`config.mk`:
```
export PLATFORM = sky130hd
export DESIGN_NAME = sample_byte_packetizer_top
export DESIGN_NICKNAME = d
export VERILOG_FILES = /design/src/design/sbp_pkg.sv /design/src/design/sbp_front.sv /design/src/design/sbp_cmd_fifo.sv /design/src/design/sbp_back.sv /design/src/design/sample_byte_packetizer_top.sv
export SDC_FILE = /design/constraint.sdc
export NUM_CORES = 1
export LEC_CHECK = 0
export ABC_AREA = 1
export BUFFER_PORTS_ARGS = -buffer_cell sky130_fd_sc_hd__buf_2
export CAP_MARGIN = 20
export CORE_AREA = 5 5 134 136
export DETAILED_ROUTE_END_ITERATION = 6
export DIE_AREA = 0 0 139 141
export PLACE_DENSITY = 0.59
export SETUP_SLACK_MARGIN = 0.05
export SLEW_MARGIN = 25
export SYNTH_ARGS = -nofsm -noshare
export SYNTH_HDL_FRONTEND = slang
export SYNTH_SLANG_ARGS = --single-unit
```
`constraint.sdc`:
```
create_clock -name clk -period 5.82 [get_ports clk]
set_input_delay 1.164 -clock clk [delete_from_list [all_inputs] [get_ports clk]]
set_output_delay 1.164 -clock clk [all_outputs]
set_load 0.02 [all_outputs]
```
`src/design/sbp_pkg.sv`:
```
// Shared types, constants and helpers for the sample byte packetizer.
`timescale 1ns / 1ps

package sbp_pkg;

    localparam int RING_BYTES_DEFAULT    = 512;
    localparam int PAYLOAD_BYTES_DEFAULT = 27;
    localparam int CMD_DEPTH_DEFAULT     = 4;

    localparam int ADDR_W   = 9;
    localparam int CHAN_W   = 5;
    localparam int FILL_W   = 5;
    localparam int COUNT_W  = 8;
    localparam int STEP_W   = 3;
    localparam int SLOT_BYTES = 32;

    // Steps of a closing packet: payload byte, header, four trailer bytes.
    localparam logic [STEP_W-1:0] STEP_PAYLOAD = 3'd0;
    localparam logic [STEP_W-1:0] STEP_HEADER  = 3'd1;
    localparam logic [STEP_W-1:0] STEP_TRAIL0  = 3'd2;
    localparam logic [STEP_W-1:0] STEP_TRAIL1  = 3'd3;
    localparam logic [STEP_W-1:0] STEP_TRAIL2  = 3'd4;
    localparam logic [STEP_W-1:0] STEP_LAST    = 3'd5;

    localparam logic [15:0] TRAILER_LO = 16'hfdb9;
    localparam logic [15:0] TRAILER_HI = 16'h7531;

    typedef enum logic [1:0] {
        CMD_CLEAR  = 2'd0,
        CMD_BYTE   = 2'd1,
        CMD_PACKET = 2'd2
    } cmd_kind_t;

    typedef struct packed {
        cmd_kind_t  kind;
        logic [7:0] data;
    } cmd_t;

    function automatic logic [7:0] trailer_byte(input logic [STEP_W-1:0] step);
        logic [7:0] b;
        case (step)
            STEP_TRAIL0: b = TRAILER_LO[7:0];
            STEP_TRAIL1: b = TRAILER_LO[15:8];
            STEP_TRAIL2: b = TRAILER_HI[7:0];
            default:     b = TRAILER_HI[15:8];
        endcase
        return b;
    endfunction

endpackage

```
`src/design/sbp_front.sv`:
```
// Front end: takes sample items, tracks mux position and payload fill, issues commands.
`timescale 1ns / 1ps

module sbp_front #(
    parameter int PAYLOAD_BYTES = sbp_pkg::PAYLOAD_BYTES_DEFAULT
) (
    input  logic                      clk,
    input  logic                      rst_n,
    input  logic                      push,
    input  logic                      mode,
    input  logic signed [15:0]        sample_a,
    input  logic signed [15:0]        sample_b,
    input  logic [sbp_pkg::CHAN_W-1:0] selected_channel,
    input  logic                      cmd_full,
    output logic                      cmd_wr,
    output sbp_pkg::cmd_t             cmd_data
);

    logic [sbp_pkg::CHAN_W-1:0] position_reg;
    logic [sbp_pkg::CHAN_W-1:0] position_next;
    logic [sbp_pkg::FILL_W-1:0] fill_reg;
    logic [sbp_pkg::FILL_W-1:0] fill_next;
    logic [sbp_pkg::FILL_W-1:0] fill_inc;
    logic                       accept;
    logic                       hit;
    logic [15:0]                picked;

    assign accept   = push && !cmd_full;
    // Only the lower half of the mux cycle carries packable samples.
    assign hit      = !position_reg[4] && (selected_channel[3:0] == position_reg[3:0]);
    assign picked   = selected_channel[4] ? sample_b : sample_a;
    assign fill_inc = fill_reg + sbp_pkg::FILL_W'(1);

    always_comb
    begin
        position_next = position_reg;
        fill_next     = fill_reg;
        cmd_wr        = 1'b0;
        cmd_data.kind = sbp_pkg::CMD_BYTE;
        cmd_data.data = picked[11:4];
        if (accept)
        begin
            if (mode)
            begin
                cmd_wr        = 1'b1;
                cmd_data.kind = sbp_pkg::CMD_CLEAR;
            end
            else
            begin
                position_next = position_reg + sbp_pkg::CHAN_W'(1);
                if (hit)
                begin
                    cmd_wr = 1'b1;
                    if (fill_inc == sbp_pkg::FILL_W'(PAYLOAD_BYTES))
                    begin
                        cmd_data.kind = sbp_pkg::CMD_PACKET;
                        fill_next     = '0;
                    end
                    else
                    begin
                        fill_next = fill_inc;
                    end
                end
            end
        end
    end

    always_ff @(posedge clk or negedge rst_n)
    begin
        if (!rst_n)
        begin
            position_reg <= '0;
            fill_reg     <= '0;
        end
        else
        begin
            position_reg <= position_next;
            fill_reg     <= fill_next;
        end
    end

endmodule

```
`src/design/sbp_cmd_fifo.sv`:
```
// Short command queue between the front and back ends.
`timescale 1ns / 1ps

module sbp_cmd_fifo #(
    parameter int DEPTH = sbp_pkg::CMD_DEPTH_DEFAULT
) (
    input  logic          clk,
    input  logic          rst_n,
    input  logic          wr,
    input  sbp_pkg::cmd_t wr_data,
    input  logic          rd,
    output sbp_pkg::cmd_t rd_data,
    output logic          full,
    output logic          empty
);

    localparam int PTR_W = (DEPTH > 1) ? $clog2(DEPTH) : 1;
    localparam int CNT_W = $clog2(DEPTH + 1);

    sbp_pkg::cmd_t     entries_reg [DEPTH];
    logic [PTR_W-1:0]  wr_ptr_reg;
    logic [PTR_W-1:0]  rd_ptr_reg;
    logic [CNT_W-1:0]  count_reg;
    logic              do_wr;
    logic              do_rd;

    assign full    = (count_reg == CNT_W'(DEPTH));
    assign empty   = (count_reg == '0);
    assign do_wr   = wr && !full;
    assign do_rd   = rd && !empty;
    assign rd_data = entries_reg[rd_ptr_reg];

    always_ff @(posedge clk)
    begin
        if (do_wr)
        begin
            entries_reg[wr_ptr_reg] <= wr_data;
        end
    end

    always_ff @(posedge clk or negedge rst_n)
    begin
        if (!rst_n)
        begin
            wr_ptr_reg <= '0;
            rd_ptr_reg <= '0;
            count_reg  <= '0;
        end
        else
        begin
            if (do_wr)
            begin
                wr_ptr_reg <= (wr_ptr_reg == PTR_W'(DEPTH - 1)) ? '0
                                                               : wr_ptr_reg + PTR_W'(1);
            end
            if (do_rd)
            begin
                rd_ptr_reg <= (rd_ptr_reg == PTR_W'(DEPTH - 1)) ? '0
                                                               : rd_ptr_reg + PTR_W'(1);
            end
            if (do_wr && !do_rd)
            begin
                count_reg <= count_reg + CNT_W'(1);
            end
            else if (do_rd && !do_wr)
            begin
                count_reg <= count_reg - CNT_W'(1);
            end
        end
    end

endmodule

```
`src/design/sbp_back.sv`:
```
// Back end: writes payload, header and trailer bytes with ring addresses.
`timescale 1ns / 1ps

module sbp_back #(
    parameter int RING_BYTES = sbp_pkg::RING_BYTES_DEFAULT
) (
    input  logic                        clk,
    input  logic                        rst_n,
    input  logic [sbp_pkg::CHAN_W-1:0]  selected_channel,
    input  logic                        cmd_empty,
    input  sbp_pkg::cmd_t               cmd_head,
    output logic                        cmd_rd,
    output logic                        mid_packet,
    input  logic                        pop,
    output logic                        empty,
    output logic [7:0]                  data_byte,
    output logic [sbp_pkg::ADDR_W-1:0]  byte_address,
    output logic                        last_of_run
);

    localparam int AW = sbp_pkg::ADDR_W;

    logic [sbp_pkg::STEP_W-1:0]  step_reg;
    logic [sbp_pkg::STEP_W-1:0]  step_next;
    logic [sbp_pkg::COUNT_W-1:0] count_reg;
    logic [sbp_pkg::COUNT_W-1:0] count_next;
    logic [AW-1:0]               addr_reg;
    logic [AW-1:0]               addr_next;
    logic [AW-1:0]               slot_reg;
    logic [AW-1:0]               slot_next;
    logic                        out_valid_reg;
    logic [7:0]                  data_reg;
    logic [AW-1:0]               out_addr_reg;
    logic                        last_reg;

    logic                        out_ready;
    logic                        emit;
    logic [7:0]                  emit_byte;
    logic                        emit_last;
    logic [AW-1:0]               addr_inc;
    logic [AW:0]                 slot_sum;
    logic [AW:0]                 realign_sum;
    logic [7:0]                  header_byte;

    assign out_ready   = !out_valid_reg || pop;
    assign addr_inc    = (addr_reg == AW'(RING_BYTES - 1)) ? '0 : addr_reg + AW'(1);
    assign header_byte = count_reg + {selected_channel, 3'b000};
    // Slot offset tracks 32 * count modulo the ring size.
    assign slot_sum    = {1'b0, slot_reg} + (AW + 1)'(sbp_pkg::SLOT_BYTES);
    assign realign_sum = {1'b0, addr_inc[8], 8'h00} + {1'b0, slot_next};
    assign mid_packet  = (step_reg != sbp_pkg::STEP_PAYLOAD);

    always_comb
    begin
        step_next  = step_reg;
        count_next = count_reg;
        addr_next  = addr_reg;
        slot_next  = slot_reg;
        cmd_rd     = 1'b0;
        emit       = 1'b0;
        emit_last  = 1'b0;
        case (step_reg)
            sbp_pkg::STEP_PAYLOAD: emit_byte = cmd_head.data;
            sbp_pkg::STEP_HEADER:  emit_byte = header_byte;
            default:               emit_byte = sbp_pkg::trailer_byte(step_reg);
        endcase
        if (!cmd_empty)
        begin
            if (cmd_head.kind == sbp_pkg::CMD_CLEAR)
            begin
                // Clear needs no output slot; retire it at once.
                cmd_rd     = 1'b1;
                count_next = '0;
                slot_next  = '0;
            end
            else if (out_ready)
            begin
                emit      = 1'b1;
                addr_next = addr_inc;
                if (cmd_head.kind == sbp_pkg::CMD_BYTE)
                begin
                    emit_last = 1'b1;
                    cmd_rd    = 1'b1;
                end
                else if (step_reg == sbp_pkg::STEP_LAST)
                begin
                    emit_last  = 1'b1;
                    cmd_rd     = 1'b1;
                    step_next  = sbp_pkg::STEP_PAYLOAD;
                    count_next = count_reg + sbp_pkg::COUNT_W'(1);
                    if (count_reg == '1)
                    begin
                        slot_next = '0;
                    end
                    else if (slot_sum >= (AW + 1)'(RING_BYTES))
                    begin
                        slot_next = AW'(slot_sum - (AW + 1)'(RING_BYTES));
                    end
                    else
                    begin
                        slot_next = slot_sum[AW-1:0];
                    end
                    if (realign_sum >= (AW + 1)'(RING_BYTES))
                    begin
                        addr_next = AW'(realign_sum - (AW + 1)'(RING_BYTES));
                    end
                    else
                    begin
                        addr_next = realign_sum[AW-1:0];
                    end
                end
                else
                begin
                    step_next = step_reg + sbp_pkg::STEP_W'(1);
                end
            end
        end
    end

    always_ff @(posedge clk or negedge rst_n)
    begin
        if (!rst_n)
        begin
            step_reg      <= sbp_pkg::STEP_PAYLOAD;
            count_reg     <= '0;
            addr_reg      <= '0;
            slot_reg      <= '0;
            out_valid_reg <= 1'b0;
        end
        else
        begin
            step_reg  <= step_next;
            count_reg <= count_next;
            addr_reg  <= addr_next;
            slot_reg  <= slot_next;
            if (emit)
            begin
                out_valid_reg <= 1'b1;
            end
            else if (pop)
            begin
                out_valid_reg <= 1'b0;
            end
        end
    end

    always_ff @(posedge clk)
    begin
        if (emit)
        begin
            data_reg     <= emit_byte;
            out_addr_reg <= addr_reg;
            last_reg     <= emit_last;
        end
    end

    assign empty        = !out_valid_reg;
    assign data_byte    = data_reg;
    assign byte_address = out_addr_reg;
    assign last_of_run  = last_reg;

endmodule

```
`src/design/sample_byte_packetizer_top.sv`:
```
// Top level of the sample byte packetizer: front end, command queue, back end.
//
//  channel   handshake              payload
//  -------   ---------------------  -------------------------------------------
//  input     push / full            mode, sample_a, sample_b
//  result    empty / pop            data_byte, byte_address, last_of_run
//  config    cfg_valid / cfg_ready  cfg_data (selected channel)
//
//  An item is taken every cycle while the command queue has room; items that pack
//  nothing take no queue slot. The back end writes one byte per cycle unless the result
//  port stalls: a payload item gives one byte, a packet-closing item six (payload,
//  header, four trailer bytes). A clear item leaves the queue at once with no output.
//  Reset clears position, fill, count, address and selected channel; no clearing pass.
//  A stalled result port stops the back end only; the front keeps filling the queue.
`timescale 1ns / 1ps

module sample_byte_packetizer_top #(
    parameter int RING_BYTES    = sbp_pkg::RING_BYTES_DEFAULT,
    parameter int PAYLOAD_BYTES = sbp_pkg::PAYLOAD_BYTES_DEFAULT,
    parameter int CMD_DEPTH     = sbp_pkg::CMD_DEPTH_DEFAULT
) (
    input  logic                        clk,
    input  logic                        rst_n,
    input  logic                        push,
    output logic                        full,
    input  logic                        mode,
    input  logic signed [15:0]          sample_a,
    input  logic signed [15:0]          sample_b,
    input  logic                        pop,
    output logic                        empty,
    output logic [7:0]                  data_byte,
    output logic [sbp_pkg::ADDR_W-1:0]  byte_address,
    output logic                        last_of_run,
    input  logic                        cfg_valid,
    output logic                        cfg_ready,
    input  logic [sbp_pkg::CHAN_W-1:0]  cfg_data
);

    logic [sbp_pkg::CHAN_W-1:0] channel_reg;
    logic                       cmd_wr;
    sbp_pkg::cmd_t              cmd_wr_data;
    logic                       cmd_rd;
    sbp_pkg::cmd_t              cmd_head;
    logic                       cmd_full;
    logic                       cmd_empty;
    logic                       mid_packet;

    assign cfg_ready = 1'b1;
    assign full      = cmd_full;

    always_ff @(posedge clk or negedge rst_n)
    begin
        if (!rst_n)
        begin
            channel_reg <= '0;
        end
        else if (cfg_valid && cfg_ready)
        begin
            channel_reg <= cfg_data;
        end
    end

    sbp_front #(
        .PAYLOAD_BYTES (PAYLOAD_BYTES)
    ) u_front (
        .clk              (clk),
        .rst_n            (rst_n),
        .push             (push),
        .mode             (mode),
        .sample_a         (sample_a),
        .sample_b         (sample_b),
        .selected_channel (channel_reg),
        .cmd_full         (cmd_full),
        .cmd_wr           (cmd_wr),
        .cmd_data         (cmd_wr_data)
    );

    sbp_cmd_fifo #(
        .DEPTH (CMD_DEPTH)
    ) u_fifo (
        .clk     (clk),
        .rst_n   (rst_n),
        .wr      (cmd_wr),
        .wr_data (cmd_wr_data),
        .rd      (cmd_rd),
        .rd_data (cmd_head),
        .full    (cmd_full),
        .empty   (cmd_empty)
    );

    sbp_back #(
        .RING_BYTES (RING_BYTES)
    ) u_back (
        .clk              (clk),
        .rst_n            (rst_n),
        .selected_channel (channel_reg),
        .cmd_empty        (cmd_empty),
        .cmd_head         (cmd_head),
        .cmd_rd           (cmd_rd),
        .mid_packet       (mid_packet),
        .pop              (pop),
        .empty            (empty),
        .data_byte        (data_byte),
        .byte_address     (byte_address),
        .last_of_run      (last_of_run)
    );

    // Front must never issue into a full queue.
    a_no_write_when_full: assert property (@(posedge clk) disable iff (!rst_n)
        cmd_wr |-> !cmd_full)
        else $error("command issued into full queue");

    // A packet in progress keeps its command at the queue head.
    a_packet_holds_head: assert property (@(posedge clk) disable iff (!rst_n)
        mid_packet |-> (!cmd_empty && cmd_head.kind == sbp_pkg::CMD_PACKET))
        else $error("packet sequence without its command");

    // Within a run, the next byte follows the transfer without a gap.
    a_run_continues: assert property (@(posedge clk) disable iff (!rst_n)
        (pop && !empty && !last_of_run) |=> !empty)
        else $error("run broken before its last byte");

endmodule
```
* After elaboration in Yosys (flattened, before gate mapping)
Memory sizes are Yosys's and may differ from the RTL's. Index checks and enable logic that the tools add are counted.
Cells by class: $add $sub $neg 14, order comparisons 2, equality and inequality tests 14, multiplexer cells 43, bitwise logic cells 4, reductions and logical operators 26
Operators by type and width (count):
- 9-bit 2-to-1 mux | 11
- 8-bit 2-to-1 mux | 4
- 8-bit one-hot mux with 3 select lines | 1
- 10-bit >= comparator (second input constant) | 2
- 9-bit by 1-bit subtractor with 9-bit output (second input constant) | 2
- 8-bit one-hot mux with 2 select lines | 1
- 1-bit 2-to-1 mux | 15
- 12-bit 2-to-1 mux | 1
- 2-bit 2-to-1 mux | 6
- 5-bit by 1-bit adder with 5-bit output (second input constant) | 2
- 9-bit by 6-bit adder with 10-bit output (second input constant) | 1
- 9-bit by 9-bit adder with 10-bit output | 1
- 9-bit by 1-bit adder with 9-bit output (second input constant) | 1
- 3-bit equality test (second input constant) | 3
- 9-bit equality test (second input constant) | 1
- 3-bit 2-to-1 mux | 3
- 8-bit by 1-bit adder with 8-bit output (second input constant) | 1
- 8-bit adder | 1
- 8-bit equality test (second input constant) | 1
- 4-bit AND reduction | 2
- 2-bit nonzero test | 4
- 3-bit by 1-bit adder with 3-bit output (second input constant) | 2
- 3-bit by 2-bit equality test with 1-bit output (second input constant) | 2
- 1-bit logical AND | 6
- 17 further kinds | 29
Storage, ports and cells: flip-flop bits (word level) 70, bits in writable memories 40, bits of input ports 43, output and inout port bits 21, logic and storage cells 118, memories 1
Memories:
- u_fifo.entries_reg | depth 4, bits a word 10, rd ports 1, clocked after Yosys merged registers in 0, wr ports 1, RTL line sbp_cmd_fifo.sv:20 | sbp_pkg::cmd_t entries_reg [DEPTH];

* Depth between registers and ports, before layout
depth after elaboration 14, mapped depth 16, gate-level depth less buffers 16

* Hierarchy
Synthesis repeated with hierarchy kept, for this count alone.
Unflattened totals: cells, all modules 571, area total of the unflattened synthesis 5519.0 sq um
By module, submodules not included:
- sbp_back | times used 1, cells each 272, area an instance 2477.4 sq um, seq. area each 1291.2 sq um
- sbp_cmd_fifo | times used 1, cells each 177, area an instance 2085.8 sq um, seq. area each 1376.3 sq um
- sbp_front | times used 1, cells each 99, area an instance 759.5 sq um, seq. area each 250.2 sq um
- sample_byte_packetizer_top | times used 1, cells each 23, area an instance 196.4 sq um, seq. area each 125.1 sq um

* Least setup slack after synthesis
OpenSTA, ideal clock, no wires.
path type input to register, start point in pop, end point reg u_fifo.count_reg[2], library setup time 125 ps, arrival time 2679 ps, data required time 5695 ps, setup slack 3016 ps, stages 11, cell sequence nor2_1 inv_1 nand3_1 nand2_1 inv_1 ha_1 inv_1 fa_1 a21oi_1 o21ai_0 xnor2_1
On the way: word-level cells in the longest chain between the ends 8, elaborated cells on any way between the ends 10, classes of those cells mux (4); reduce/logical (6)
Ends and longest elaborated chain:
- start, declared | RTL line sample_byte_packetizer_top.sv:29 | input logic pop,
- 1-bit logical OR (*) | RTL line sbp_back.sv:45 | assign out_ready = !out_valid_reg || pop;
- 1-bit 2-to-1 mux (*)
- 1-bit 2-to-1 mux (*) | RTL line sbp_back.sv:69 | if (cmd_head.kind == sbp_pkg::CMD_CLEAR)
- 1-bit 2-to-1 mux (*) | RTL line sbp_back.sv:67 | if (!cmd_empty)
- 1-bit logical AND (*) | RTL line sbp_cmd_fifo.sv:30 | assign do_rd = rd && !empty;
- 1-bit logical NOT | RTL line sbp_cmd_fifo.sv:61 | if (do_wr && !do_rd)
- 1-bit logical AND | RTL line sbp_cmd_fifo.sv:61
- 3-bit 2-to-1 mux or 2-bit nonzero test (tied branches)
- end signal, assigned | RTL line sbp_cmd_fifo.sv:63 | count_reg <= count_reg + CNT_W'(1);
- end signal, assigned | RTL line sbp_cmd_fifo.sv:67 | count_reg <= count_reg - CNT_W'(1);
- end, declared | RTL line sbp_cmd_fifo.sv:23 | logic [CNT_W-1:0] count_reg;
Mark *: on every way between the ends. The rest lies on a longest branch, timed or not. A chain may end at the register's enable or synchronous reset.

* Worst setup path after layout
start point reg u_fifo.rd_ptr_reg[0], end point reg u_fifo.count_reg[1]
On the way: word-level cells in the longest chain between the ends 10, elaborated cells on any way between the ends 13, classes of those cells eq/ne (1); mux (5); reduce/logical (6); memory (1)
Ends and longest elaborated chain:
- start, declared | RTL line sbp_cmd_fifo.sv:22 | logic [PTR_W-1:0] rd_ptr_reg;
- start signal, assigned | RTL line sbp_cmd_fifo.sv:58 | rd_ptr_reg <= (rd_ptr_reg == PTR_W'(DEPTH - 1)) ? '0
- memory read 4 x 10 bit (*)
- 2-bit by 1-bit equality test with 1-bit output | RTL line sbp_back.sv:80 | if (cmd_head.kind == sbp_pkg::CMD_BYTE)
- 1-bit 2-to-1 mux | RTL line sbp_back.sv:80
- 1-bit 2-to-1 mux
- 1-bit 2-to-1 mux (*) | RTL line sbp_back.sv:69
- 1-bit 2-to-1 mux (*) | RTL line sbp_back.sv:67
- 1-bit logical AND (*) | RTL line sbp_cmd_fifo.sv:30
- 1-bit logical NOT | RTL line sbp_cmd_fifo.sv:61
- 1-bit logical AND | RTL line sbp_cmd_fifo.sv:61
- 3-bit 2-to-1 mux or 2-bit nonzero test (tied branches)
Marked as above.

==> Flow_metrics.wiki <==
{| class="wikitable"
! Metric !! Value
|-
| Detailed-route vias per instance || 4.61
|-
| Nature of the critical path endpoint || flip-flop
|-
| Max FFs per register || 40
|-
| # hold bufs at CTS || 0
|-
| Clock edge transition at the registers on the reported setup and hold paths || 70 ps
|-
| Number of hold violations in the final report || 0
|-
| Most frequently used cell type in the post-synthesis netlist || sky130_fd_sc_hd__nand2_1
|-
| Endpoint arrival time on the critical path || 3660 ps
|-
| Worst-path cell with the longest stage delay || sky130_fd_sc_hd__dfrtp_1
|-
| Number of antenna violations at the first check in global routing || 0
|-
| Power density over cell area || 513 nW/µm²
|-
| Max_cap viols || 0
|-
| Fill cell instance count of the final layout || 1,702
|-
| Share of cells above drive strength 1 || 14.4%
|-
| Area used by sequential logic in the layout || 3040 µm²
|-
| Max Fclk || 292 MHz
|-
| Post-route DRC violation count || 0
|-
| Routed length per instance || 13.5 µm
|-
| Destination of the worst register-to-register timing path || u_fifo.count_reg[1]$_DFFE_PN0P_
|-
| Post-CTS setup-driven buffer insertion count || 0
|-
| CTS H-tree depth || 3
|-
| Start point of the worst hold path || u_back.addr_reg[7]$_DFFE_PN0P_
|-
| Part of the cycle the worst path needs || 58.8%
|-
| Total power consumption of the routed design || 3.16 mW
|-
| Post_cts resized || 0
|-
| Final GP Congestion || 0.829
|-
| Pre-CTS WS || 2370 ps
|-
| Pin slew with the least headroom to its limit || 1030 ps
|-
| Worst Reg2Reg Path Length in Cells || 13
|-
| Longest Clk Path Bufs || 2
|-
| Register area share after synthesis || 56.4%
|-
| Synth cell count leaders || 129 x sky130_fd_sc_hd__nand2_1, 69 x sky130_fd_sc_hd__inv_1, 58 x sky130_fd_sc_hd__edfxtp_1
|-
| Setup Skew || 12.7 ps
|-
| Height of the die || 141 µm
|-
| CP Cell Sequence || inv_2, nand2_1, nand3_1, nand2_1, nand2_1, inv_2, nand2_2, nand2_1, inv_1, ha_1, inv_1, fa_1, mux2_2
|-
| Number of flops mapped to enable cells by yosys || 58
|-
| Total clock sinks || 110
|-
| Number of endpoints failing setup at the final stage || 0
|-
| Initial Utilization || 32.1%
|-
| Total negative slack for setup checks || 0 ps
|-
| Post-detailed-routing wire length || 11.2 mm
|-
| Pre-Repair DR Iteration Count || 4
|-
| CP peak stage delay || 880 ps
|-
| Max-slew violation count || 0
|-
| Leakage power summed over all cells || 2.80 nW
|-
| Number of buffers created by CTS || 9
|-
| Register bit total from synthesis || 110
|-
| Number of cells produced by synthesis || 554
|-
| Chip Width || 139 µm
|-
| First-pass GRT wire length || 18.7 mm
|-
| Crit path buf inv count || 4
|-
| Net count reported at finish || 664
|-
| P&R area growth vs syn || 14.1%
|-
| Final worst slack || 2400 ps
|-
| Antenna cell count || 0
|-
| Unrepaired setup endpoints after global routing || false
|-
| Remaining Overflow, GRT || 0
|-
| IO Count || 64
|-
| Worst IR drop on VDD || 0.209 mV
|-
| Detailed placer's ending HPWL || 7.97 mm
|-
| WS Path Type || reg2reg
|-
| Avg Inst Size Synth || 9.74 µm²
|-
| Antenna-violating nets left || 0
|-
| Vias in the first global route || 3,786
|-
| Nature of the critical path startpoint || flip-flop
|-
| Top cells by area in the synthesized netlist || sky130_fd_sc_hd__edfxtp_1 32%, sky130_fd_sc_hd__dfrtp_1 24%, sky130_fd_sc_hd__nand2_1 9.0%, sky130_fd_sc_hd__inv_1 4.8%, sky130_fd_sc_hd__ha_1 4.2%
|-
| Most area-hungry cell type in the Yosys netlist || sky130_fd_sc_hd__edfxtp_1
|-
| Distinct cells, synth || 46
|-
| Worst-case register-to-register setup slack || 2400 ps
|-
| Largest net degree at the start of global routing || 53
|-
| Fraction of registers with async set/reset || 47.3%
|-
| Path category of the worst min-delay check || reg2reg
|-
| Clk Latency, worst-skew pair || 350 ps
|-
| Synth Cell Area || 5400 µm²
|-
| Floorplan die area || 19,600 µm²
|-
| Overall via count from detail_route || 3,834
|-
| Leading register cell type out of synthesis || sky130_fd_sc_hd__edfxtp_1
|-
| Syn_nets || 617
|-
| Capture point of the critical path || u_fifo.count_reg[1]$_DFFE_PN0P_
|-
| Number of DRC violations after detailed-routing iteration 0 || 305
|-
| Stages on the worst setup path || 13
|-
| Clock period minus final worst setup slack || 3420 ps
|-
| Count of port buffers added during placement || 46
|-
| Status || completed
|-
| Maximum net fanout on the critical path || 24
|-
| Std-Cell Core Area || 16,800 µm²
|-
| TritonCTS clock tree || yes
|-
| Reg-to-reg critical path startpoint || u_fifo.rd_ptr_reg[0]$_DFFE_PN0P_
|-
| Family with the most delay on the worst path || flip-flops
|-
| Area of the multi-input gates || 1990 µm²
|-
| Share of the synthesized area in the top cell type || 32.3%
|-
| Synthesis warning total || 0
|-
| Worst-case headroom to the max-slew limit || 30.9%
|-
| Global Route Usage Sum || 11.8%
|-
| CP Data Required Time || 6060 ps
|-
| Cell row count || 48
|-
| Cell repeated most along the worst path || sky130_fd_sc_hd__nand2_1
|-
| Origin of the worst setup path || u_fifo.rd_ptr_reg[0]$_DFFE_PN0P_
|-
| Master cell of the clock root buffer || sky130_fd_sc_hd__clkbuf_16
|}
## cells in the final DEF (no fill, tap or decap), types with 4 or more instances in the layout
cell / instances
sky130_fd_sc_hd__a21oi_1: 24
sky130_fd_sc_hd__a221o_1: 4
sky130_fd_sc_hd__buf_2: 46
sky130_fd_sc_hd__clkbuf_16: 9
sky130_fd_sc_hd__dfrtp_1: 52
sky130_fd_sc_hd__edfxtp_1: 58
sky130_fd_sc_hd__ha_1: 18
sky130_fd_sc_hd__inv_1: 69
sky130_fd_sc_hd__inv_2: 4
sky130_fd_sc_hd__nand2_1: 129
sky130_fd_sc_hd__nand2_2: 6
sky130_fd_sc_hd__nand3_1: 38
sky130_fd_sc_hd__nand4_1: 6
sky130_fd_sc_hd__nor2_1: 34
sky130_fd_sc_hd__o21ai_0: 37
sky130_fd_sc_hd__o22ai_1: 8
sky130_fd_sc_hd__xnor2_1: 7
sky130_fd_sc_hd__xor2_1: 11
## worst register-to-register path, delay by kind of cell (launching register included)
kind,cells,cell delay [ps]
flops,1,880
simple gates,6,880
fa+ha+maj,2,600
mux,1,270
buf+inv,4,680
## routing by layer
| layer | part of all wire (%) | global-route usage (%) | routed length [µm] |
|---|---|---|---|
| met4 | 1.6 | 3.45 | 174 |
| met2 | 48 | 19.3 | 5340 |
| met5 | 0 | 0 | 0 |
| met1 | 46 | 15.5 | 5200 |
| met3 | 4.2 | 3.09 | 466 |
## stage by stage
| step | cells | cell area, µm² | hold WS [ps] | util, % |
|---|---|---|---|---|
| floorplan | 554 | 5400 | 425 | - |
| finish | 831 | 6160 | 465 | 36.6 |
| global route | 831 | 6160 | 481 | 36.6 |
| global placement | 815 | 5840 | 434 | 34.7 |
| detailed placement | 815 | 5840 | 436 | 34.7 |
| CTS | 831 | 6160 | 462 | 36.6 |
## worst min path at each step
stage	cells after the start	slack, ps	endpoint
final	0	460	u_back.byte_address[7]$_DFFE_PP_
after global routing	0	480	u_back.byte_address[7]$_DFFE_PP_
after CTS	0	460	u_back.byte_address[7]$_DFFE_PP_
after detailed placement	0	440	u_back.byte_address[7]$_DFFE_PP_
after global placement	0	430	u_back.byte_address[7]$_DFFE_PP_
after floorplan	0	420	u_back.byte_address[7]$_DFFE_PP_
## power by group
group          internal, mW  leakage, nW  switching (mW)  total, mW
combinational         0.413         1.45           0.804       1.22
sequential             1.09         1.19           0.186       1.28
clock                 0.381        0.157           0.282      0.664
total                  1.89         2.80            1.27       3.16
## cell type report
type                            instances  area share (%)
Timing Repair Buffer                   47            3.86
Tap cell                              225            4.57
Clock buffer                           10            3.72
Clock inverter                          6            1.50
Multi-Input combinational cell        357            32.3
Inverter                               76            4.67
Sequential cell                       110            49.4
## cells by family after synthesis
kind of cell               Yosys count  share of synthesized area [%]
muxes                                1                          0.209
adders and majority gates           20                           4.91
DFF                                110                           56.4
AOI/OAI and AO/OA                   90                           10.0
and+or+nand+nor                    227                           18.6
other                                1                         0.0695
xor gates and xnor gates            18                           2.92
buffers and inverters               87                           6.84
Power figures use the tool's default switching activity.
